$ cat src/sv/nlprc_pkg.sv
`default_nettype none

package nlprc_pkg;

  localparam int VALUE_BITS_DEF = 64;
  localparam int STORE_DEPTH = 64;
  localparam int IDX_W = $clog2(STORE_DEPTH);

  typedef enum logic [1:0] {
    RADIX_BIN = 2'd0,
    RADIX_OCT = 2'd1,
    RADIX_DEC = 2'd2,
    RADIX_HEX = 2'd3
  } radix_t;

  localparam radix_t OUT_RADIX_RST = RADIX_DEC;

endpackage

`default_nettype wire

$ cat src/sv/nlprc_front.sv
`default_nettype none

module nlprc_front
  import nlprc_pkg::*;
#(
  parameter int VALUE_BITS = VALUE_BITS_DEF
) (
  input  wire logic                  clk,
  input  wire logic                  rst_n,
  input  wire logic                  in_valid,
  output logic                       in_stall,
  input  wire logic [7:0]            in_character,
  input  wire logic                  in_final_char,
  input  wire logic                  q_full,
  output logic                       q_push,
  output logic [VALUE_BITS-1:0]      q_value,
  output logic                       q_err
);

  localparam logic [4:0] NO_DIGIT = 5'd16;
  localparam logic [7:0] CH_ZERO  = 8'h30;
  localparam logic [7:0] CH_NINE  = 8'h39;
  localparam logic [7:0] CH_UP_A  = 8'h41;
  localparam logic [7:0] CH_UP_F  = 8'h46;
  localparam logic [7:0] CH_LO_A  = 8'h61;
  localparam logic [7:0] CH_LO_Z  = 8'h7a;
  localparam logic [7:0] CH_LO_B  = 8'h62;
  localparam logic [7:0] CH_LO_X  = 8'h78;
  localparam logic [7:0] CASE_OFS = 8'h20;
  localparam logic [7:0] ALPHA_OFS = 8'h37;

  typedef enum logic [1:0] {
    PH_FIRST,
    PH_PREFIX,
    PH_BODY
  } phase_t;

  phase_t                phase_r, phase_nxt;
  radix_t                radix_r, radix_nxt;
  logic [VALUE_BITS-1:0] value_r, value_nxt;
  logic                  err_r, err_nxt;

  logic                  accept;
  logic                  take;
  radix_t                eff;
  logic [7:0]            ch_f;
  logic [4:0]            dv;
  logic [4:0]            dsize;
  logic [VALUE_BITS-1:0] scaled;

  assign in_stall = q_full;
  assign accept   = in_valid && !q_full;

  always_comb begin
    phase_nxt = phase_r;
    radix_nxt = radix_r;
    value_nxt = value_r;
    err_nxt   = err_r;
    take      = 1'b0;
    eff       = radix_r;

    case (phase_r)
      PH_PREFIX: begin
        phase_nxt = PH_BODY;
        if (in_character == CH_LO_X) begin
          radix_nxt = RADIX_HEX;
        end else if (in_character == CH_LO_B) begin
          radix_nxt = RADIX_BIN;
        end else begin
          radix_nxt = RADIX_OCT;
          eff       = RADIX_OCT;
          take      = 1'b1;
        end
      end
      PH_BODY: begin
        take = 1'b1;
      end
      default: begin
        if (in_character == CH_ZERO && !in_final_char) begin
          phase_nxt = PH_PREFIX;
        end else begin
          phase_nxt = PH_BODY;
          radix_nxt = RADIX_DEC;
          eff       = RADIX_DEC;
          take      = 1'b1;
        end
      end
    endcase

    // hex folds lower case
    if (eff == RADIX_HEX && in_character >= CH_LO_A && in_character <= CH_LO_Z) begin
      ch_f = in_character - CASE_OFS;
    end else begin
      ch_f = in_character;
    end

    if (ch_f >= CH_ZERO && ch_f <= CH_NINE) begin
      dv = 5'(ch_f - CH_ZERO);
    end else if (ch_f >= CH_UP_A && ch_f <= CH_UP_F) begin
      dv = 5'(ch_f - ALPHA_OFS);
    end else begin
      dv = NO_DIGIT;
    end

    case (eff)
      RADIX_BIN: begin
        dsize  = 5'd2;
        scaled = value_r << 1;
      end
      RADIX_OCT: begin
        dsize  = 5'd8;
        scaled = value_r << 3;
      end
      RADIX_HEX: begin
        dsize  = 5'd16;
        scaled = value_r << 4;
      end
      default: begin
        dsize  = 5'd10;
        scaled = (value_r << 3) + (value_r << 1);
      end
    endcase

    if (take) begin
      if (dv >= dsize) begin
        err_nxt = 1'b1;
      end else begin
        value_nxt = scaled + VALUE_BITS'(dv[3:0]);
      end
    end
  end

  assign q_push  = accept && in_final_char;
  assign q_value = value_nxt;
  assign q_err   = err_nxt;

  always_ff @(posedge clk) begin
    if (!rst_n) begin
      phase_r <= PH_FIRST;
      radix_r <= RADIX_DEC;
      value_r <= '0;
      err_r   <= 1'b0;
    end else if (accept) begin
      if (in_final_char) begin
        phase_r <= PH_FIRST;
        radix_r <= RADIX_DEC;
        value_r <= '0;
        err_r   <= 1'b0;
      end else begin
        phase_r <= phase_nxt;
        radix_r <= radix_nxt;
        value_r <= value_nxt;
        err_r   <= err_nxt;
      end
    end
  end

endmodule

`default_nettype wire

$ cat src/sv/nlprc_fifo.sv
`default_nettype none

module nlprc_fifo
  import nlprc_pkg::*;
#(
  parameter int WIDTH = VALUE_BITS_DEF + 1
) (
  input  wire logic             clk,
  input  wire logic             rst_n,
  input  wire logic             push,
  input  wire logic [WIDTH-1:0] push_data,
  input  wire logic             pop,
  output logic      [WIDTH-1:0] pop_data,
  output logic                  full,
  output logic                  empty
);

  logic [WIDTH-1:0] slot_r [2];
  logic             wr_r;
  logic             rd_r;
  logic [1:0]       cnt_r;

  assign full     = (cnt_r == 2'd2);
  assign empty    = (cnt_r == 2'd0);
  assign pop_data = slot_r[rd_r];

  always_ff @(posedge clk) begin
    if (push) begin
      slot_r[wr_r] <= push_data;
    end
  end

  always_ff @(posedge clk) begin
    if (!rst_n) begin
      wr_r  <= 1'b0;
      rd_r  <= 1'b0;
      cnt_r <= 2'd0;
    end else begin
      if (push) begin
        wr_r <= !wr_r;
      end
      if (pop) begin
        rd_r <= !rd_r;
      end
      case ({push, pop})
        2'b10:   cnt_r <= cnt_r + 2'd1;
        2'b01:   cnt_r <= cnt_r - 2'd1;
        default: cnt_r <= cnt_r;
      endcase
    end
  end

endmodule

`default_nettype wire

$ cat src/sv/nlprc_back.sv
`default_nettype none

module nlprc_back
  import nlprc_pkg::*;
#(
  parameter int VALUE_BITS = VALUE_BITS_DEF
) (
  input  wire logic                  clk,
  input  wire logic                  rst_n,
  input  wire radix_t                out_radix,
  input  wire logic                  q_empty,
  input  wire logic [VALUE_BITS-1:0] q_value,
  input  wire logic                  q_err,
  output logic                       q_pop,
  output logic                       out_valid,
  input  wire logic                  out_stall,
  output logic [7:0]                 out_digit_char,
  output logic                       out_bad_input,
  output logic                       out_run_end
);

  localparam int CNT_W = IDX_W + 1;
  localparam logic [CNT_W-1:0] CNT_CAP = CNT_W'(STORE_DEPTH);
  localparam logic [4:0] TEN = 5'd10;
  localparam logic [1:0] DS_LAST = 2'd3;
  localparam logic [7:0] CH_ZERO = 8'h30;
  localparam logic [7:0] ALPHA_OFS = 8'h37;

  typedef enum logic [1:0] {
    ST_IDLE,
    ST_CONV,
    ST_RD,
    ST_SEND
  } state_t;

  function automatic logic [7:0] to_ascii(input logic [3:0] d);
    logic [7:0] r;
    if (d < 4'd10) begin
      r = CH_ZERO + 8'(d);
    end else begin
      r = ALPHA_OFS + 8'(d);
    end
    return r;
  endfunction

  state_t                state_r;
  logic [VALUE_BITS-1:0] v_r;
  logic [VALUE_BITS-1:0] t_r;
  radix_t                radix_r;
  logic [1:0]            ds_r;
  logic [CNT_W-1:0]      cnt_r;
  logic [IDX_W-1:0]      rd_idx_r;
  logic                  out_valid_r;
  logic [7:0]            out_char_r;
  logic                  out_bad_r;
  logic                  out_end_r;

  logic [3:0]            store [STORE_DEPTH];
  logic [3:0]            rd_q;

  logic [VALUE_BITS-1:0] s1;
  logic [VALUE_BITS-1:0] s2;
  logic [VALUE_BITS-1:0] s3;
  logic [VALUE_BITS-1:0] s4;
  logic [VALUE_BITS-1:0] s5;
  logic [4:0]            q10_lo;
  logic [4:0]            r5;
  logic                  fix;
  logic [3:0]            dig_dec;
  logic [VALUE_BITS-1:0] q_fix;
  logic [3:0]            dig_p2;
  logic [VALUE_BITS-1:0] v_p2;
  logic                  is_dec;
  logic                  digit_done;
  logic [3:0]            dig;
  logic [VALUE_BITS-1:0] v_step;
  logic [CNT_W-1:0]      cnt_inc;
  logic                  conv_end;
  logic                  mem_we;
  logic                  out_free;
  logic                  out_load;

  // divide by ten as a shift-add reciprocal, with the partial sums registered in t_r
  always_comb begin
    s1 = (v_r >> 1) + (v_r >> 2);
    s2 = s1 + (s1 >> 4);
    s3 = t_r + (t_r >> 8);
    s4 = s3 + (s3 >> 16);
    s5 = (t_r + (t_r >> 32)) >> 3;

    // quotient estimate is low by at most one, remainder fits in five bits
    q10_lo  = {t_r[1:0], 3'b000} + {t_r[3:0], 1'b0};
    r5      = v_r[4:0] - q10_lo;
    fix     = (r5 >= TEN);
    dig_dec = fix ? 4'(r5 - TEN) : r5[3:0];
    q_fix   = t_r + VALUE_BITS'(fix);

    case (radix_r)
      RADIX_BIN: begin
        dig_p2 = {3'b000, v_r[0]};
        v_p2   = v_r >> 1;
      end
      RADIX_OCT: begin
        dig_p2 = {1'b0, v_r[2:0]};
        v_p2   = v_r >> 3;
      end
      RADIX_HEX: begin
        dig_p2 = v_r[3:0];
        v_p2   = v_r >> 4;
      end
      default: begin
        dig_p2 = 4'd0;
        v_p2   = v_r;
      end
    endcase

    is_dec     = (radix_r == RADIX_DEC);
    digit_done = !is_dec || (ds_r == DS_LAST);
    dig        = is_dec ? dig_dec : dig_p2;
    v_step     = is_dec ? q_fix : v_p2;
    cnt_inc    = cnt_r + CNT_W'(1);
    conv_end   = digit_done && ((v_step == '0) || (cnt_inc == CNT_CAP));
  end

  assign mem_we   = (state_r == ST_CONV) && digit_done;
  assign out_free = !out_valid_r || !out_stall;
  assign q_pop    = (state_r == ST_IDLE) && !q_empty && (!q_err || out_free);
  assign out_load = ((state_r == ST_IDLE) && q_pop && q_err) ||
                    ((state_r == ST_SEND) && out_free);

  assign out_valid      = out_valid_r;
  assign out_digit_char = out_char_r;
  assign out_bad_input  = out_bad_r;
  assign out_run_end    = out_end_r;

  always_ff @(posedge clk) begin
    if (mem_we) begin
      store[cnt_r[IDX_W-1:0]] <= dig;
    end
    rd_q <= store[rd_idx_r];
  end

  always_ff @(posedge clk) begin
    if (!rst_n) begin
      state_r     <= ST_IDLE;
      out_valid_r <= 1'b0;
    end else begin
      if (out_load) begin
        out_valid_r <= 1'b1;
      end else if (out_valid_r && !out_stall) begin
        out_valid_r <= 1'b0;
      end
      case (state_r)
        ST_IDLE: begin
          if (q_pop) begin
            if (q_err) begin
              out_char_r  <= 8'h00;
              out_bad_r   <= 1'b1;
              out_end_r   <= 1'b1;
            end else begin
              v_r     <= q_value;
              radix_r <= out_radix;
              ds_r    <= 2'd0;
              cnt_r   <= '0;
              state_r <= ST_CONV;
            end
          end
        end
        ST_CONV: begin
          if (is_dec) begin
            ds_r <= ds_r + 2'd1;
            case (ds_r)
              2'd0:    t_r <= s2;
              2'd1:    t_r <= s4;
              2'd2:    t_r <= s5;
              default: t_r <= t_r;
            endcase
          end
          if (digit_done) begin
            v_r   <= v_step;
            cnt_r <= cnt_inc;
          end
          if (conv_end) begin
            rd_idx_r <= cnt_r[IDX_W-1:0];
            state_r  <= ST_RD;
          end
        end
        ST_RD: begin
          state_r <= ST_SEND;
        end
        ST_SEND: begin
          if (out_free) begin
            out_char_r  <= to_ascii(rd_q);
            out_bad_r   <= 1'b0;
            out_end_r   <= (rd_idx_r == '0);
            if (rd_idx_r == '0) begin
              state_r <= ST_IDLE;
            end else begin
              rd_idx_r <= rd_idx_r - IDX_W'(1);
              state_r  <= ST_RD;
            end
          end
        end
        default: begin
          state_r <= ST_IDLE;
        end
      endcase
    end
  end

endmodule

`default_nettype wire

$ cat src/sv/number_literal_parse_radix_convert.sv
// order: a literal's digits are stored during conversion and sent most significant first;
//   an error literal gives one error beat, through the literal queue and the output register
// throughput: one character per cycle, digits sent one beat at a time through the digit
//   store read port; input stalls while the two-entry literal queue is full
// reset: synchronous active-low rst_n clears the parser, the queue and the output valid;
//   out_radix returns to decimal
`default_nettype none

module number_literal_parse_radix_convert
  import nlprc_pkg::*;
#(
  parameter int VALUE_BITS = VALUE_BITS_DEF
) (
  input  wire logic       clk,
  input  wire logic       rst_n,
  input  wire logic       cfg_valid,
  output logic            cfg_ready,
  input  wire logic [1:0] cfg_out_radix,
  input  wire logic       in_valid,
  output logic            in_stall,
  input  wire logic [7:0] in_character,
  input  wire logic       in_final_char,
  output logic            out_valid,
  input  wire logic       out_stall,
  output logic [7:0]      out_digit_char,
  output logic            out_bad_input,
  output logic            out_run_end
);

  radix_t                out_radix_r;
  logic                  q_full;
  logic                  q_empty;
  logic                  q_push;
  logic                  q_pop;
  logic [VALUE_BITS-1:0] f_value;
  logic                  f_err;
  logic [VALUE_BITS:0]   q_data;

  assign cfg_ready = 1'b1;

  always_ff @(posedge clk) begin
    if (!rst_n) begin
      out_radix_r <= OUT_RADIX_RST;
    end else if (cfg_valid && cfg_ready) begin
      out_radix_r <= radix_t'(cfg_out_radix);
    end
  end

  nlprc_front #(
    .VALUE_BITS(VALUE_BITS)
  ) u_front (
    .clk          (clk),
    .rst_n        (rst_n),
    .in_valid     (in_valid),
    .in_stall     (in_stall),
    .in_character (in_character),
    .in_final_char(in_final_char),
    .q_full       (q_full),
    .q_push       (q_push),
    .q_value      (f_value),
    .q_err        (f_err)
  );

  nlprc_fifo #(
    .WIDTH(VALUE_BITS + 1)
  ) u_fifo (
    .clk      (clk),
    .rst_n    (rst_n),
    .push     (q_push),
    .push_data({f_err, f_value}),
    .pop      (q_pop),
    .pop_data (q_data),
    .full     (q_full),
    .empty    (q_empty)
  );

  nlprc_back #(
    .VALUE_BITS(VALUE_BITS)
  ) u_back (
    .clk           (clk),
    .rst_n         (rst_n),
    .out_radix     (out_radix_r),
    .q_empty       (q_empty),
    .q_value       (q_data[VALUE_BITS-1:0]),
    .q_err         (q_data[VALUE_BITS]),
    .q_pop         (q_pop),
    .out_valid     (out_valid),
    .out_stall     (out_stall),
    .out_digit_char(out_digit_char),
    .out_bad_input (out_bad_input),
    .out_run_end   (out_run_end)
  );

endmodule

`default_nettype wire

$ cat config.mk
export PLATFORM = sky130hd
export DESIGN_NAME = number_literal_parse_radix_convert
export DESIGN_NICKNAME = d
export VERILOG_FILES = /design/src/sv/nlprc_pkg.sv /design/src/sv/nlprc_front.sv /design/src/sv/nlprc_fifo.sv /design/src/sv/nlprc_back.sv /design/src/sv/number_literal_parse_radix_convert.sv
export SDC_FILE = /design/constraint.sdc
export NUM_CORES = 2
export LEC_CHECK = 0
export BUFFER_PORTS_ARGS = -buffer_cell sky130_fd_sc_hd__buf_2
export CAP_MARGIN = 20
export CORE_MARGIN = 4
export CORE_UTILIZATION = 65
export DETAILED_ROUTE_END_ITERATION = 12
export HOLD_SLACK_MARGIN = 0.15
export PLACE_DENSITY = 0.81
export SLEW_MARGIN = 15
export SYNTH_ARGS = -nofsm -noshare
export SYNTH_HDL_FRONTEND = slang
export SYNTH_HIERARCHICAL = 1
export SYNTH_SLANG_ARGS = --single-unit
$ cat constraint.sdc
create_clock -name clk -period 9.4 [get_ports clk]
set_input_delay 0.94 -clock clk [delete_from_list [all_inputs] [get_ports clk]]
set_output_delay 0.94 -clock clk [all_outputs]
set_load 0.01 [all_outputs]
==> flow_results.xml <==
<?xml version="1.0" encoding="UTF-8"?>
<metrics>
  <group name="status">
    <metric name="outcome" unit="">finished, final reports clean</metric>
  </group>
  <group name="finish">
    <metric name="syn2layout_area_growth" unit="%">5.41</metric>
    <metric name="final_layout_size_suffix_gt1_share" unit="%">8.22</metric>
    <metric name="filler_cell_count" unit="">6016</metric>
    <metric name="final_core_util" unit="%">69.4</metric>
    <metric name="multi_input_comb_area" unit="sq um">31800</metric>
    <metric name="area.sequential" unit="sq um">17900</metric>
    <metric name="nNetsFinal" unit="">5751</metric>
  </group>
  <group name="die">
    <metric name="design.portCount" unit="">29</metric>
    <metric name="chipHeight" unit="microns">289</metric>
    <metric name="die_area" unit="sq um">83500</metric>
    <metric name="fp-row-count" unit="">102</metric>
    <metric name="core_area" unit="sq um">77800</metric>
    <metric name="initial_core_util" unit="%">65.9</metric>
    <metric name="die-width" unit="microns">289</metric>
  </group>
  <group name="drt">
    <metric name="ant_nets" unit="">0</metric>
    <metric name="wl_per_cell" unit="microns">23.8</metric>
    <metric name="vias" unit="">44700</metric>
    <metric name="detailedRoute.firstIterationViolations" unit="">5778</metric>
    <metric name="postRouteWirelength" unit="mm">154</metric>
    <metric name="drc_errors" unit="">0</metric>
    <metric name="first_pass_iters" unit="">10</metric>
    <metric name="via_per_inst" unit="">6.91</metric>
  </group>
  <group name="sta">
    <metric name="report.final.slew_viol_count" unit="">0</metric>
    <metric name="timing.max_slew.rel_slack" unit="%">21.9</metric>
    <metric name="max_freq" unit="MHz">134</metric>
    <metric name="finalWorstPathRequiredPeriod" unit="ns">7.46</metric>
    <metric name="timing.final.crit_share" unit="%">79.3</metric>
    <metric name="worst-slew-pin-transition" unit="ns">1.16</metric>
    <metric name="skew" unit="ns">0.0667</metric>
    <metric name="setup-tns-final" unit="ns">0</metric>
    <metric name="final_hold_violating_endpoints" unit="">0</metric>
    <metric name="grt_setup_unrepaired" unit="">no</metric>
    <metric name="report.final.setup_viol" unit="">0</metric>
  </group>
  <group name="worst_setup_path">
    <metric name="crit_family" unit="">simple AND/OR/NAND/NOR gates</metric>
    <metric name="number_of_buffers_and_inverters_on_the_critical_path" unit="">1</metric>
    <metric name="timing.critical_path.to_type" unit="">register</metric>
    <metric name="most_repeated_library_cell_on_the_critical_path" unit="">sky130_fd_sc_hd__nand3_1</metric>
    <metric name="critical-path-max-stage-delay" unit="ns">0.87</metric>
    <metric name="criticalPathCategory" unit="">register to register</metric>
    <metric name="critical_path.max_fanout" unit="">8</metric>
    <metric name="critPathRequiredTime" unit="ns">9.68</metric>
    <metric name="critical_path.startpoint_type" unit="">register</metric>
    <metric name="critPathSlowestCell" unit="">sky130_fd_sc_hd__nor3b_1</metric>
    <metric name="timing.critical_path.cells" unit="">inv_1, fa_1, ha_1, xor2_1, nand2_1, nand2_1, ha_1, nand3_1, nor4_1, nand3_1, nor4_1, nand2_1, nor2_1, xor2_1, o21ai_0, nand3_1, or4_1, o31ai_2, nand3_1, nor3b_1</metric>
    <metric name="cp_data_arrival_time" unit="ns">7.74</metric>
  </group>
  <group name="global_route">
    <metric name="grt_first_pass_wirelength" unit="mm">237</metric>
    <metric name="global_route.overflow_total" unit="">0</metric>
    <metric name="grt_pass1_vias" unit="">42200</metric>
    <metric name="groute.usage.overall" unit="%">35.9</metric>
    <metric name="antenna_found_initial" unit="">3</metric>
    <metric name="grt_max_degree" unit="">125</metric>
  </group>
  <group name="place">
    <metric name="io_buffers" unit="">26</metric>
    <metric name="gp_routability_congestion" unit="">1.00</metric>
    <metric name="hpwl" unit="mm">113</metric>
  </group>
  <group name="clocking">
    <metric name="cts_setup_buffers" unit="">0</metric>
    <metric name="tritoncts.num_buffers" unit="">59</metric>
    <metric name="cts.sink_count" unit="">623</metric>
    <metric name="clk_path_buf_depth" unit="">3</metric>
    <metric name="post_cts_resize_count" unit="">0</metric>
    <metric name="worst_skew_pair.late_latency" unit="ns">0.66</metric>
    <metric name="clock_tree.htree_level_count" unit="">2</metric>
    <metric name="cts.clk_slew.worst_paths" unit="ns">0.07</metric>
    <metric name="cts_hold_buffers" unit="">0</metric>
    <metric name="root_buffer" unit="">sky130_fd_sc_hd__clkbuf_16</metric>
    <metric name="tritoncts" unit="">yes</metric>
  </group>
  <group name="logic_synthesis">
    <metric name="yosys-top-cells-area" unit="">sky130_fd_sc_hd__edfxtp_1 (32%), sky130_fd_sc_hd__ha_1 (8.6%), sky130_fd_sc_hd__mux4_2 (4.8%)</metric>
    <metric name="synth_cell_types" unit="">117</metric>
    <metric name="ys.warnings.count" unit="">6</metric>
    <metric name="post-synth-top-area-fraction" unit="%">31.6</metric>
    <metric name="synth_seq_area_share" unit="%">34.9</metric>
    <metric name="synthDominantAreaCellType" unit="">sky130_fd_sc_hd__edfxtp_1</metric>
    <metric name="synth.top_cells.by_count" unit="">sky130_fd_sc_hd__nand2_1 (626), sky130_fd_sc_hd__edfxtp_1 (540), sky130_fd_sc_hd__a21oi_1 (429)</metric>
    <metric name="synthesized_cell_area" unit="sq um">51300</metric>
    <metric name="synth_async_sr_flop_share" unit="%">0</metric>
    <metric name="number_of_enable_flip_flop_cells_after_synthesis" unit="">540</metric>
    <metric name="post_synth.cell_area_avg" unit="sq um">9.25</metric>
    <metric name="synth.most_common_cell" unit="">sky130_fd_sc_hd__nand2_1</metric>
    <metric name="synth_cells" unit="">5546</metric>
    <metric name="synth_flop_cell" unit="">sky130_fd_sc_hd__edfxtp_1</metric>
    <metric name="synthesis.nets" unit="">5920</metric>
    <metric name="seq_cells_post_synth" unit="">623</metric>
  </group>
  <group name="power_and_ir_drop">
    <metric name="power.ir.vdd_worst" unit="uV">209</metric>
    <metric name="power_density" unit="nW/um^2">247</metric>
    <metric name="static_power_due_to_leakage" unit="uW">0.0196</metric>
  </group>
  <group name="hold_path">
    <metric name="timing.hold.worst.class" unit="">register to register</metric>
  </group>
  <group name="job">
    <metric name="cap_violations" unit="">0</metric>
  </group>
</metrics>
[routing by layer]
layer	track usage, %	up-vias	part of all wire [%]
li1	-	20700	-
met1	49.7	21200	41
met2	57.0	2364	45
met3	5.63	383	9.5
met4	14.2	2	4.5
met5	0	-	0.0078
[where the power goes]
group / switching (uW) / internal, uW
logic: 4400 / 2820
registers: 166 / 3430
clock network: 1070 / 1490
[worst paths after layout]
kind                                            to            from  slack [ns]  cells past startpoint
worst max-delay path            u_back/rd_idx_r[5]   u_back/t_r[2]        1.94                     20
worst min register to register   u_back/radix_r[0]  out_radix_r[0]        0.47                      0
worst min-delay path             u_back/radix_r[0]  out_radix_r[0]        0.47                      0
worst max register to register  u_back/rd_idx_r[5]   u_back/t_r[2]        1.94                     20
[cells by family after synthesis]
kind of cell             count (synthesis)  synth area share (%)
AO/OA/AOI/OAI                         1650                  21.1
XOR/XNOR                               442                  7.55
adder cells (fa/ha/maj)                358                  8.82
buffers and inverters                  439                  3.37
flip-flops                             623                  34.9
multiplexers                           210                  6.96
other                                    2                0.0146
AND/OR/NAND/NOR                       1822                  17.3
[cells in the final DEF (no fill, tap or decap), types with 48 or more instances in the layout]
master and n:
sky130_fd_sc_hd__xnor2_1 250, sky130_fd_sc_hd__nand2b_1 54, sky130_fd_sc_hd__o21bai_1 50, sky130_fd_sc_hd__clkbuf_16 59, sky130_fd_sc_hd__a221oi_1 48, sky130_fd_sc_hd__a21o_1 160, sky130_fd_sc_hd__ha_1 347, sky130_fd_sc_hd__mux2_2 74
sky130_fd_sc_hd__a222oi_1 51, sky130_fd_sc_hd__nand3_1 140, sky130_fd_sc_hd__nor2_1 400, sky130_fd_sc_hd__o21a_1 65, sky130_fd_sc_hd__edfxtp_1 540, sky130_fd_sc_hd__mux4_2 110, sky130_fd_sc_hd__dfxtp_1 82, sky130_fd_sc_hd__nor2b_1 82
sky130_fd_sc_hd__inv_1 134, sky130_fd_sc_hd__a21oi_1 428, sky130_fd_sc_hd__nor3_1 110, sky130_fd_sc_hd__a22oi_1 56, sky130_fd_sc_hd__xor2_1 192, sky130_fd_sc_hd__nand2_1 624, sky130_fd_sc_hd__nand4_1 119, sky130_fd_sc_hd__o21ai_1 49
sky130_fd_sc_hd__o21ai_0 363
[registers in the layout, indices dropped and copies added (netlist names), named ones only]
name / flops
u_back/cnt_r: 7
u_back/ds_r: 2
u_back/out_run_end: 1
u_back/out_digit_char: 7
u_back/store: 256
u_back/state_r: 2
u_fifo/cnt_r: 2
u_front/value_r: 64
u_back/out_valid: 1
u_back/t_r: 64
u_front/radix_r: 2
u_front/phase_r: 2
u_front/err_r: 1
out_radix_r: 2
u_back/v_r: 64
u_back/out_bad_input: 1
u_fifo/wr_r: 1
u_back/rd_q: 4
u_fifo/slot_r: 130
u_back/rd_idx_r: 6
u_back/radix_r: 2
u_fifo/rd_r: 1
[cell type report]
class,instances,area share (%)
Multi-Input combinational cell,4484,58.8
Sequential cell,623,33.1
Clock buffer,67,2.84
Tap cell,1040,2.41
Clock inverter,43,1.03
Inverter,139,0.965
Timing Repair Buffer,70,0.866
Antenna cell,1,0.00463
[stage by stage]
| stage | cells | power [uW] | instance area, sq um | setup slack, ns | hold WS [ns] |
|---|---|---|---|---|---|
| 3_3_place_gp | 6355 | 10500 | 52000 | 2.27 | 0.422 |
| 5_1_grt | 6466 | 14100 | 54100 | 1.33 | 0.486 |
| 3_5_place_dp | 6355 | 10600 | 52000 | 2.09 | 0.432 |
| 2_1_floorplan | 5546 | 8970 | 51300 | 1.74 | 0.408 |
| 6_report | 6467 | 13400 | 54100 | 1.94 | 0.471 |
| 4_1_cts | 6465 | 13200 | 54000 | 2.11 | 0.463 |
No activity file was read; power rests on OpenSTA's default activity.
